### config.mk
export PLATFORM = sky130hd
export DESIGN_NAME = aux_security_header_parser
export DESIGN_NICKNAME = d
export VERILOG_FILES = /design/src/hw/rtl/ash_pkg.sv /design/src/hw/rtl/ash_parse.sv /design/src/hw/rtl/ash_out_reg.sv /design/src/hw/rtl/aux_security_header_parser.sv
export SDC_FILE = /design/constraint.sdc
export NUM_CORES = 1
export LEC_CHECK = 0
export ABC_AREA = 1
export BUFFER_PORTS_ARGS = -buffer_cell sky130_fd_sc_hd__clkbuf_2
export CORE_AREA = 5 5 265 215
export DETAILED_ROUTE_END_ITERATION = 10
export DIE_AREA = 0 0 270 220
export SETUP_SLACK_MARGIN = 0.4
export SLEW_MARGIN = 30
export SYNTH_ARGS = -nofsm -noshare
export SYNTH_HDL_FRONTEND = slang
export SYNTH_SLANG_ARGS = --single-unit
export TNS_END_PERCENT = 1
### constraint.sdc
create_clock -name clock -period 6 [get_ports clock]
set_clock_uncertainty 0.2 [all_clocks]
set_input_delay 0.6 -clock clock [delete_from_list [all_inputs] [get_ports clock]]
set_output_delay 0.6 -clock clock [all_outputs]
set_load 0.1 [all_outputs]
### src/hw/rtl/ash_pkg.sv
// Package for the auxiliary security header parser.
// Holds the parse phase type, the control byte codes, the result bundle and the tag lookup.
// No dependencies.
package ash_pkg;

   typedef enum logic [1:0] {
      PH_IDLE,
      PH_COUNTER,
      PH_KEYSRC,
      PH_KEYIDX
   } phase_type;

   localparam int unsigned CounterBytes = 5;
   localparam int unsigned ShortSourceBytes = 2;
   localparam int unsigned LongSourceBytes = 8;

   localparam logic [1:0] MODE_DEFAULT = 2'd0;
   localparam logic [1:0] MODE_SHORT = 2'd2;

   localparam logic [7:0] IMPLIED_KEY_INDEX = 8'd1;

   typedef struct packed {
      logic [2:0]  security_level;
      logic [4:0]  tag_length;
      logic [1:0]  key_id_mode;
      logic        counter_suppressed;
      logic        counter_size_flag;
      logic [39:0] frame_counter;
      logic [63:0] key_source;
      logic [7:0]  key_index;
      logic [7:0]  total_header_length;
   } result_type;

   function automatic logic [4:0] tag_length_of(input logic [1:0] level_low);
      logic [4:0] len;
      unique case (level_low)
         2'd0: len = 5'd0;
         2'd1: len = 5'd4;
         2'd2: len = 5'd8;
         default: len = 5'd16;
      endcase
      return len;
   endfunction

endpackage

### src/hw/rtl/ash_parse.sv
// Parse state and per-byte update logic of the auxiliary security header parser.
// Holds the default key source register and builds a result on the closing byte.
// Depends on ash_pkg.
module ash_parse (
   input  logic                clock,
   input  logic                reset,
   input  logic                csr_wr_en,
   input  logic [63:0]         csr_wr_data,
   input  logic                go,
   input  logic [7:0]          in_byte,
   input  logic                first_byte,
   input  logic [6:0]          header_offset,
   output logic                emit,
   output ash_pkg::result_type result
);

   ash_pkg::phase_type phase_ff, phase_in;
   logic [2:0]  cnt_ff, cnt_in;
   logic [6:0]  ctrl_ff, ctrl_in;
   logic [39:0] counter_ff, counter_in;
   logic [63:0] keysrc_ff, keysrc_in;
   logic [7:0]  len_ff, len_in;
   logic [63:0] default_src_ff;
   logic [7:0]  key_index;
   logic [2:0]  src_last;

   always_ff @(posedge clock) begin
      if (reset) begin
         default_src_ff <= '0;
      end else if (csr_wr_en) begin
         default_src_ff <= csr_wr_data;
      end
   end

   always_ff @(posedge clock) begin
      if (reset) begin
         phase_ff   <= ash_pkg::PH_IDLE;
         cnt_ff     <= '0;
         ctrl_ff    <= '0;
         counter_ff <= '0;
         keysrc_ff  <= '0;
         len_ff     <= '0;
      end else if (go) begin
         phase_ff   <= phase_in;
         cnt_ff     <= cnt_in;
         ctrl_ff    <= ctrl_in;
         counter_ff <= counter_in;
         keysrc_ff  <= keysrc_in;
         len_ff     <= len_in;
      end
   end

   always_comb begin
      phase_in   = phase_ff;
      cnt_in     = cnt_ff;
      ctrl_in    = ctrl_ff;
      counter_in = counter_ff;
      keysrc_in  = keysrc_ff;
      len_in     = len_ff;
      emit       = 1'b0;
      key_index  = ash_pkg::IMPLIED_KEY_INDEX;
      src_last   = (ctrl_ff[4:3] == ash_pkg::MODE_SHORT) ?
                   3'(ash_pkg::ShortSourceBytes - 1) : 3'(ash_pkg::LongSourceBytes - 1);

      if (first_byte) begin
         ctrl_in    = in_byte[6:0];
         counter_in = '0;
         keysrc_in  = '0;
         cnt_in     = '0;
         len_in     = {1'b0, header_offset} + 8'd1;
         if (!in_byte[5]) begin
            phase_in = ash_pkg::PH_COUNTER;
         end else if (in_byte[4:3] == ash_pkg::MODE_DEFAULT) begin
            phase_in = ash_pkg::PH_IDLE;
            emit     = 1'b1;
         end else begin
            phase_in = ash_pkg::PH_KEYSRC;
         end
      end else begin
         unique case (phase_ff)
            ash_pkg::PH_COUNTER: begin
               for (int i = 0; i < 5; i++) begin
                  if (cnt_ff == 3'(i)) begin
                     counter_in[i*8 +: 8] = counter_ff[i*8 +: 8] | in_byte;
                  end
               end
               len_in = len_ff + 8'd1;
               cnt_in = cnt_ff + 3'd1;
               if (cnt_ff >= 3'(ash_pkg::CounterBytes - 1)) begin
                  cnt_in = '0;
                  if (ctrl_ff[4:3] == ash_pkg::MODE_DEFAULT) begin
                     phase_in = ash_pkg::PH_IDLE;
                     emit     = 1'b1;
                  end else begin
                     phase_in = ash_pkg::PH_KEYSRC;
                  end
               end
            end
            ash_pkg::PH_KEYSRC: begin
               for (int i = 0; i < 8; i++) begin
                  if (cnt_ff == 3'(i)) begin
                     keysrc_in[i*8 +: 8] = keysrc_ff[i*8 +: 8] | in_byte;
                  end
               end
               len_in = len_ff + 8'd1;
               if (cnt_ff >= src_last) begin
                  phase_in = ash_pkg::PH_KEYIDX;
                  cnt_in   = '0;
               end else begin
                  cnt_in = cnt_ff + 3'd1;
               end
            end
            ash_pkg::PH_KEYIDX: begin
               len_in    = len_ff + 8'd1;
               key_index = in_byte;
               phase_in  = ash_pkg::PH_IDLE;
               cnt_in    = '0;
               emit      = 1'b1;
            end
            default: begin
            end
         endcase
      end

      result.security_level      = ctrl_in[2:0];
      result.tag_length          = ash_pkg::tag_length_of(ctrl_in[1:0]);
      result.key_id_mode         = ctrl_in[4:3];
      result.counter_suppressed  = ctrl_in[5];
      result.counter_size_flag   = ctrl_in[6];
      result.frame_counter       = ctrl_in[5] ? 40'd0 : counter_in;
      result.key_source          = (ctrl_in[4:3] == ash_pkg::MODE_DEFAULT) ?
                                   default_src_ff : keysrc_in;
      result.key_index           = key_index;
      result.total_header_length = len_in;
   end

endmodule

### src/hw/rtl/ash_out_reg.sv
// Result register of the auxiliary security header parser.
// Holds one finished result until the consumer takes it.
// Depends on ash_pkg.
module ash_out_reg (
   input  logic                clock,
   input  logic                reset,
   input  logic                load,
   input  ash_pkg::result_type load_data,
   input  logic                rsp_stall,
   output logic                rsp_valid,
   output ash_pkg::result_type rsp_data
);

   logic                valid_ff, valid_in;
   ash_pkg::result_type data_ff;

   always_comb begin
      valid_in = valid_ff;
      if (load) begin
         valid_in = 1'b1;
      end else if (!rsp_stall) begin
         valid_in = 1'b0;
      end
   end

   always_ff @(posedge clock) begin
      if (reset) begin
         valid_ff <= 1'b0;
      end else begin
         valid_ff <= valid_in;
      end
   end

   always_ff @(posedge clock) begin
      if (load) begin
         data_ff <= load_data;
      end
   end

   assign rsp_valid = valid_ff;
   assign rsp_data  = data_ff;

endmodule

### src/hw/rtl/aux_security_header_parser.sv
// Auxiliary security header parser: one header byte per request, one result per complete header.
// A closing request is held in the input register, then its result in the result register.
// Throughput: one request per cycle if unstalled, set by input register and single parse update.
// A stalled result holds the parse update; the input stalls once its register is also full.
// Reset clears the parse state, the default key source and both valid flags.
// Depends on ash_pkg, ash_parse and ash_out_reg.
module aux_security_header_parser (
   input  logic        clock,
   input  logic        reset,
   input  logic        req_valid,
   output logic        req_stall,
   input  logic [7:0]  req_in_byte,
   input  logic        req_first_byte,
   input  logic [6:0]  req_header_offset,
   output logic        rsp_valid,
   input  logic        rsp_stall,
   output logic [2:0]  rsp_security_level,
   output logic [4:0]  rsp_tag_length,
   output logic [1:0]  rsp_key_id_mode,
   output logic        rsp_counter_suppressed,
   output logic        rsp_counter_size_flag,
   output logic [39:0] rsp_frame_counter,
   output logic [63:0] rsp_key_source,
   output logic [7:0]  rsp_key_index,
   output logic [7:0]  rsp_total_header_length,
   input  logic        csr_wr_en,
   input  logic [63:0] csr_wr_data
);

   logic                in_valid_ff, in_valid_in;
   logic [7:0]          byte_ff;
   logic                first_ff;
   logic [6:0]          offset_ff;
   logic                pipe_en;
   logic                accept;
   logic                go;
   logic                emit;
   ash_pkg::result_type result;
   ash_pkg::result_type rsp_data;

   assign pipe_en   = !(rsp_valid && rsp_stall);
   assign req_stall = in_valid_ff && !pipe_en;
   assign accept    = req_valid && !req_stall;
   assign go        = in_valid_ff && pipe_en;

   always_comb begin
      in_valid_in = in_valid_ff;
      if (accept) begin
         in_valid_in = 1'b1;
      end else if (pipe_en) begin
         in_valid_in = 1'b0;
      end
   end

   always_ff @(posedge clock) begin
      if (reset) begin
         in_valid_ff <= 1'b0;
      end else begin
         in_valid_ff <= in_valid_in;
      end
   end

   always_ff @(posedge clock) begin
      if (accept) begin
         byte_ff   <= req_in_byte;
         first_ff  <= req_first_byte;
         offset_ff <= req_header_offset;
      end
   end

   ash_parse u_parse (
      .clock         (clock),
      .reset         (reset),
      .csr_wr_en     (csr_wr_en),
      .csr_wr_data   (csr_wr_data),
      .go            (go),
      .in_byte       (byte_ff),
      .first_byte    (first_ff),
      .header_offset (offset_ff),
      .emit          (emit),
      .result        (result)
   );

   ash_out_reg u_out_reg (
      .clock     (clock),
      .reset     (reset),
      .load      (go && emit),
      .load_data (result),
      .rsp_stall (rsp_stall),
      .rsp_valid (rsp_valid),
      .rsp_data  (rsp_data)
   );

   assign rsp_security_level      = rsp_data.security_level;
   assign rsp_tag_length          = rsp_data.tag_length;
   assign rsp_key_id_mode         = rsp_data.key_id_mode;
   assign rsp_counter_suppressed  = rsp_data.counter_suppressed;
   assign rsp_counter_size_flag   = rsp_data.counter_size_flag;
   assign rsp_frame_counter       = rsp_data.frame_counter;
   assign rsp_key_source          = rsp_data.key_source;
   assign rsp_key_index           = rsp_data.key_index;
   assign rsp_total_header_length = rsp_data.total_header_length;

endmodule

======== Word level (Yosys, flattened, before mapping) ========
Index checks and enable logic that the tools add are counted.
word-level totals
  register bits ........................... 338
  input port bits ......................... 85
  word-level logic and storage cells ...... 118
operators by class
  add/subtract/negate cells ............... 3
  $lt $le $gt $ge ......................... 2
  equal/unequal tests ..................... 17
  mux-type cells .......................... 44
  bitwise gates (word level) .............. 14
  reduce and logical (&&, ||, !) cells .... 17
operators by type and width
  kind                                                                     count
  64-bit 2-to-1 mux                                                        3
  8-bit 2-to-1 mux                                                         15
  8-bit OR                                                                 13
  40-bit 2-to-1 mux                                                        2
  5-bit one-hot mux with 3 select lines                                    1
  3-bit == test, second input constant                                     4
  2-bit 2-to-1 mux                                                         6
  3-bit 2-to-1 mux                                                         4
  1-bit 2-to-1 mux                                                         9
  3-bit one-hot mux with 3 select lines                                    1
  7-bit by 1-bit adder with 8-bit output, second input constant            1
  8-bit by 1-bit adder with 8-bit output, second input constant            1
  2-bit == test, second input constant                                     4
  2-bit zero test                                                          4
  7-bit 2-to-1 mux                                                         1
  3-bit by 2-bit == test with 1-bit output, second input constant          2
  3-bit by 2-bit inequality test with 1-bit output, second input constant  2
  2-bit one-hot mux with 3 select lines                                    1
  1-bit logical AND                                                        5
  2-bit by 1-bit == test with 1-bit output, second input constant          2
  4-bit AND reduction                                                      1
  4-bit nonzero test                                                       1
  3-bit by 1-bit adder with 3-bit output, second input constant            1
  3-bit by 1-bit == test with 1-bit output, second input constant          1
  11 further kinds                                                         12

======== Longest topological paths before layout ========
  depth after elaboration ................. 7
  depth in mapped cells ................... 11

======== Modules after synthesis ========
Synthesis repeated with hierarchy kept, for this count alone.
second synthesis, totals
  cells, all modules ...................... 1443
  area total of the unflattened synthesis .. 13391.6 µm²
modules (own cells, without submodules)
  module                      times used  cells an instance  area each (µm²)
  ash_parse                   1           1281               8841.0
  ash_out_reg                 1           136                4000.1
  aux_security_header_parser  1           26                 550.5

======== Least setup slack after synthesis ========
Ideal clock, no wire load.
  path type ............................... reg-to-reg
  start point ............................. reg u_out_reg.valid_ff (netlist: u_out_reg.rsp_valid)
  end point ............................... reg u_out_reg.data_ff, in the netlist u_out_reg.rsp_data[0] (enable)
  library setup time ...................... 483 ps
  arrival time ............................ 3819 ps
  slack ................................... 1498 ps
  stages on the path, launching flop included .. 7
  buffers on the path ..................... 1
  clock period less this slack ............ 4502 ps
  path through ............................ dfxtp_1 -> nand2_1 -> nand2_1 -> buf_2 -> nor2_1 -> nand2_1 -> inv_1
between the ends
  word-level cells in the longest chain between the ends .. 4
ends and longest elaborated chain
  item                      line                              text
  from (decl)               ash_out_reg.sv:14                 logic valid_ff, valid_in;
  from (signal assigned)    ash_out_reg.sv:30                 valid_ff <= valid_in;
  1-bit logical AND         aux_security_header_parser.sv:41  assign pipe_en = !(rsp_valid && rsp_stall);
  1-bit zero test           aux_security_header_parser.sv:41
  1-bit logical AND         aux_security_header_parser.sv:44  assign go = in_valid_ff && pipe_en;
  1-bit logical AND         aux_security_header_parser.sv:87  .load (go && emit),
  named net u_out_reg.load  ash_out_reg.sv:7                  input logic load,
  to (signal assigned)      ash_out_reg.sv:36                 data_ff <= load_data;
  to (decl)                 ash_out_reg.sv:15                 ash_pkg::result_type data_ff;
The timed path passes the listed nets, and every way through them passes these cells.
A chain may end at the register's enable or synchronous reset.

======== Worst setup path in the final report ========
  start point ............................. reg u_out_reg.valid_ff (netlist: u_out_reg.rsp_valid)
  end point ............................... reg u_parse.phase_ff[1]
between the ends
  word-level cells in the longest chain between the ends .. 4
ends and longest elaborated chain
  item                                  line                              text
  1-bit logical AND                     aux_security_header_parser.sv:41
  1-bit zero test                       aux_security_header_parser.sv:41
  1-bit logical AND                     aux_security_header_parser.sv:44
  4-bit AND reduction (no source line)  --
  to (signal assigned)                  ash_parse.sv:37                   phase_ff <= ash_pkg::PH_IDLE;
  to (signal assigned)                  ash_parse.sv:44                   phase_ff <= phase_in;
  to (decl)                             ash_parse.sv:17                   ash_pkg::phase_type phase_ff, phase_in;
Every way passes these cells.

==> flow_summary.json <==
{
  "synth_seq_cells": 336,
  "dieArea_um2": 59400,
  "drc": 0,
  "num_rows": 77,
  "cp.required_ps": 6270,
  "io_pins": 219,
  "dieWidth_um": 270,
  "grt_pass1_wl_mm": 61.5,
  "wire_per_inst_um": 17.0,
  "worstSetupEndpointType": "flip-flop",
  "yosysTopAreaCellShare": 0.328,
  "design.core.area_um2": 54400,
  "worstPathArrival_ps": 3520,
  "port_buffers": 216,
  "hpwlAfterDp_mm": 26.6,
  "grt_setup_unrepaired": "false",
  "cp-start-kind": "flip-flop",
  "fp.dieH_um": 220,
  "fin_crit_sh": 0.542,
  "drt_pass1_iterations": 5,
  "htree_levels": 2,
  "cts_made_buffers": 38,
  "final_area_um2": 16300,
  "worstMarginPinSlew_ps": 923,
  "ys_top_cells_by_area": "edfxtp_1, dfxtp_1, o21ai_0, nor2_1, nand2_1",
  "min_period_ps": 3250,
  "postCtsHoldBufs": 0,
  "diodes": 0,
  "grt_max_degree": 99,
  "outcome": "finished, final reports clean",
  "netlist_instances": 1472,
  "path_max_fanout": 95,
  "pwr_density_cell_nw_per_um2": 336,
  "slew_headroom": 0.384,
  "root_buffer": "clkbuf_16",
  "drt_wl_total_mm": 40.5,
  "dpl_cell_area_um2": 15000,
  "synth_area_leader_cell": "edfxtp_1",
  "synth_cell_types": 30,
  "fin_hold_ws_ps": 43.6,
  "syn_to_final_growth_pct": 22.1,
  "worstHoldPathType": "in -> reg",
  "cap_violations": 0,
  "post_cts_resized": 0,
  "via_count": 10800,
  "viasPerCell": 4.52,
  "max_freq_ghz": 0.308,
  "cts_sinks": 336,
  "timing.final.hold_violations": 0,
  "cts_tree": "yes",
  "gp_congestion": 0.810,
  "path_class": "reg -> reg",
  "synth.cell_area_um2": 13400,
  "reg2reg_slack_ps": 2750,
  "grt_usage": 0.132,
  "finalSetupViolCount": 0,
  "p_leak_nw": 6.33,
  "fill_cells": 5633,
  "grt-ovfl-total": 0,
  "post_cts_buffers": 0,
  "yosysWarnings": 0,
  "clk_pin_slew_worst_paths_ps": 60,
  "clock_path_buffers": 3,
  "seq_area_frac_synth": 0.612,
  "insertion_delay_ps": 540,
  "grt_pass1_vias": 10500,
  "drive_above_1_share": 0.176,
  "synth.avg_cell_area_um2": 9.08,
  "drt.antenna.violating_nets": 0,
  "start_util": 0.246,
  "finalMaxSlewViolations": 0,
  "p_total_mw": 5.48,
  "setup-tns-final_ps": 0,
  "nNetsFinal": 1742,
  "ir_drop_uv": 182,
  "initialDrtViolationCount": 755,
  "antenna_found_initial": 4
}
[critical path, cell delays in order (launching register included)]
cell and delay, ps:
dfxtp_1 310, nand2_1 110, nand2_1 400, inv_4 610
buf_4 710, nand2_1 270, nor2_1 210, nand2_1 110
nand2_1 70, nand2_1 50, nor2_1 110
[cell families (layout without fill, tap and decap cells)]
kind of cell	count (synthesis)	in the layout	synth area share
xor+xnor	1	1	0.000655
compound gates	459	459	0.181
buf+inv	178	380	0.0549
other cells	1	2	0.000280
flops	336	336	0.612
simple gates	485	485	0.140
fa+ha+maj	12	12	0.0112
[stage by stage]
stage	utilization	cells	setup slack, ps
6_report	0.300	2386	2750
5_1_grt	0.300	2386	2370
4_1_cts	0.300	2386	2720
3_5_place_dp	0.276	2316	2340
3_3_place_gp	0.276	2316	2450
2_1_floorplan	-	1473	1500
[synth_stat cells (all sizes together)]
master  count
or2         1
clkbuf     64
ha         12
edfxtp    146
o211ai      2
a31oi       1
nand3b      1
a211oi     33
o21bai      2
a21oi     124
nor2      272
clkinv      1
nand3      26
buf        30
nand4       1
dfxtp     190
o21a        9
o31ai       1
o21ai     287
conb        1
inv        83
xor2        1
nand2     184
[report_power, final]
group | internal [mW] | total, mW | switching [mW]
registers | 2.49 | 2.53 | 0.0487
clock network | 1.48 | 2.44 | 0.956
logic | 0.111 | 0.506 | 0.395
[final cells by class]
| cell class | instances | area, µm² | area share |
|---|---|---|---|
| flip-flops and latches | 336 | 8190 | 0.502 |
| clock buffers | 54 | 1130 | 0.0690 |
| well taps | 711 | 890 | 0.0545 |
| repair buffers | 226 | 1160 | 0.0708 |
| inverters | 84 | 327 | 0.0200 |
| clock inverters | 16 | 181 | 0.0111 |
| multi-input cells | 959 | 4450 | 0.273 |
[final timing paths]
kind / startpoint / depth (start not counted) / endpoint
worst min register to register: u_parse.ctrl_ff[6] / 2 / u_parse.ctrl_ff[6]
worst max-delay path: u_out_reg.rsp_valid / 10 / u_parse.phase_ff[1]
worst max register to register: u_out_reg.rsp_valid / 10 / u_parse.phase_ff[1]
worst min-delay path: req_in_byte[2] / 1 / byte_ff[2]
[flip-flops by register name, summed over array words and instances (netlist names)]
register and cells:
byte_ff 8, u_parse.len_ff 8, u_out_reg.rsp_data 130, in_valid_ff 1, u_parse.cnt_ff 3, u_parse.keysrc_ff 64
first_ff 1, u_out_reg.rsp_valid 1, u_parse.ctrl_ff 7, u_parse.default_src_ff 64, u_parse.phase_ff 2, u_parse.counter_ff 40
offset_ff 7
[placed cells by master (no fill, tap or decap), drive strengths merged, types with 2 or more instances in the layout]
| master | instances |
|---|---|
| o21a | 9 |
| buf | 10 |
| edfxtp | 146 |
| nand3 | 26 |
| conb | 2 |
| clkinv | 13 |
| inv | 82 |
| a21oi | 124 |
| nand2 | 184 |
| dfxtp | 190 |
| o21ai | 287 |
| clkbuf | 270 |
| bufinv | 4 |
| a211oi | 33 |
| o21bai | 2 |
| o211ai | 2 |
| nor2 | 272 |
| ha | 12 |
[routing by layer]
layer / up-vias / routed length, µm / global-route usage
met1: 5053 / 19100 / 0.184
met3: 63 / 2660 / 0.0315
met4: 2 / 859 / 0.0359
met5: - / 13 / 0
met2: 333 / 17800 / 0.207
li1: 5323 / - / -
Power figures use the tool's default switching activity.
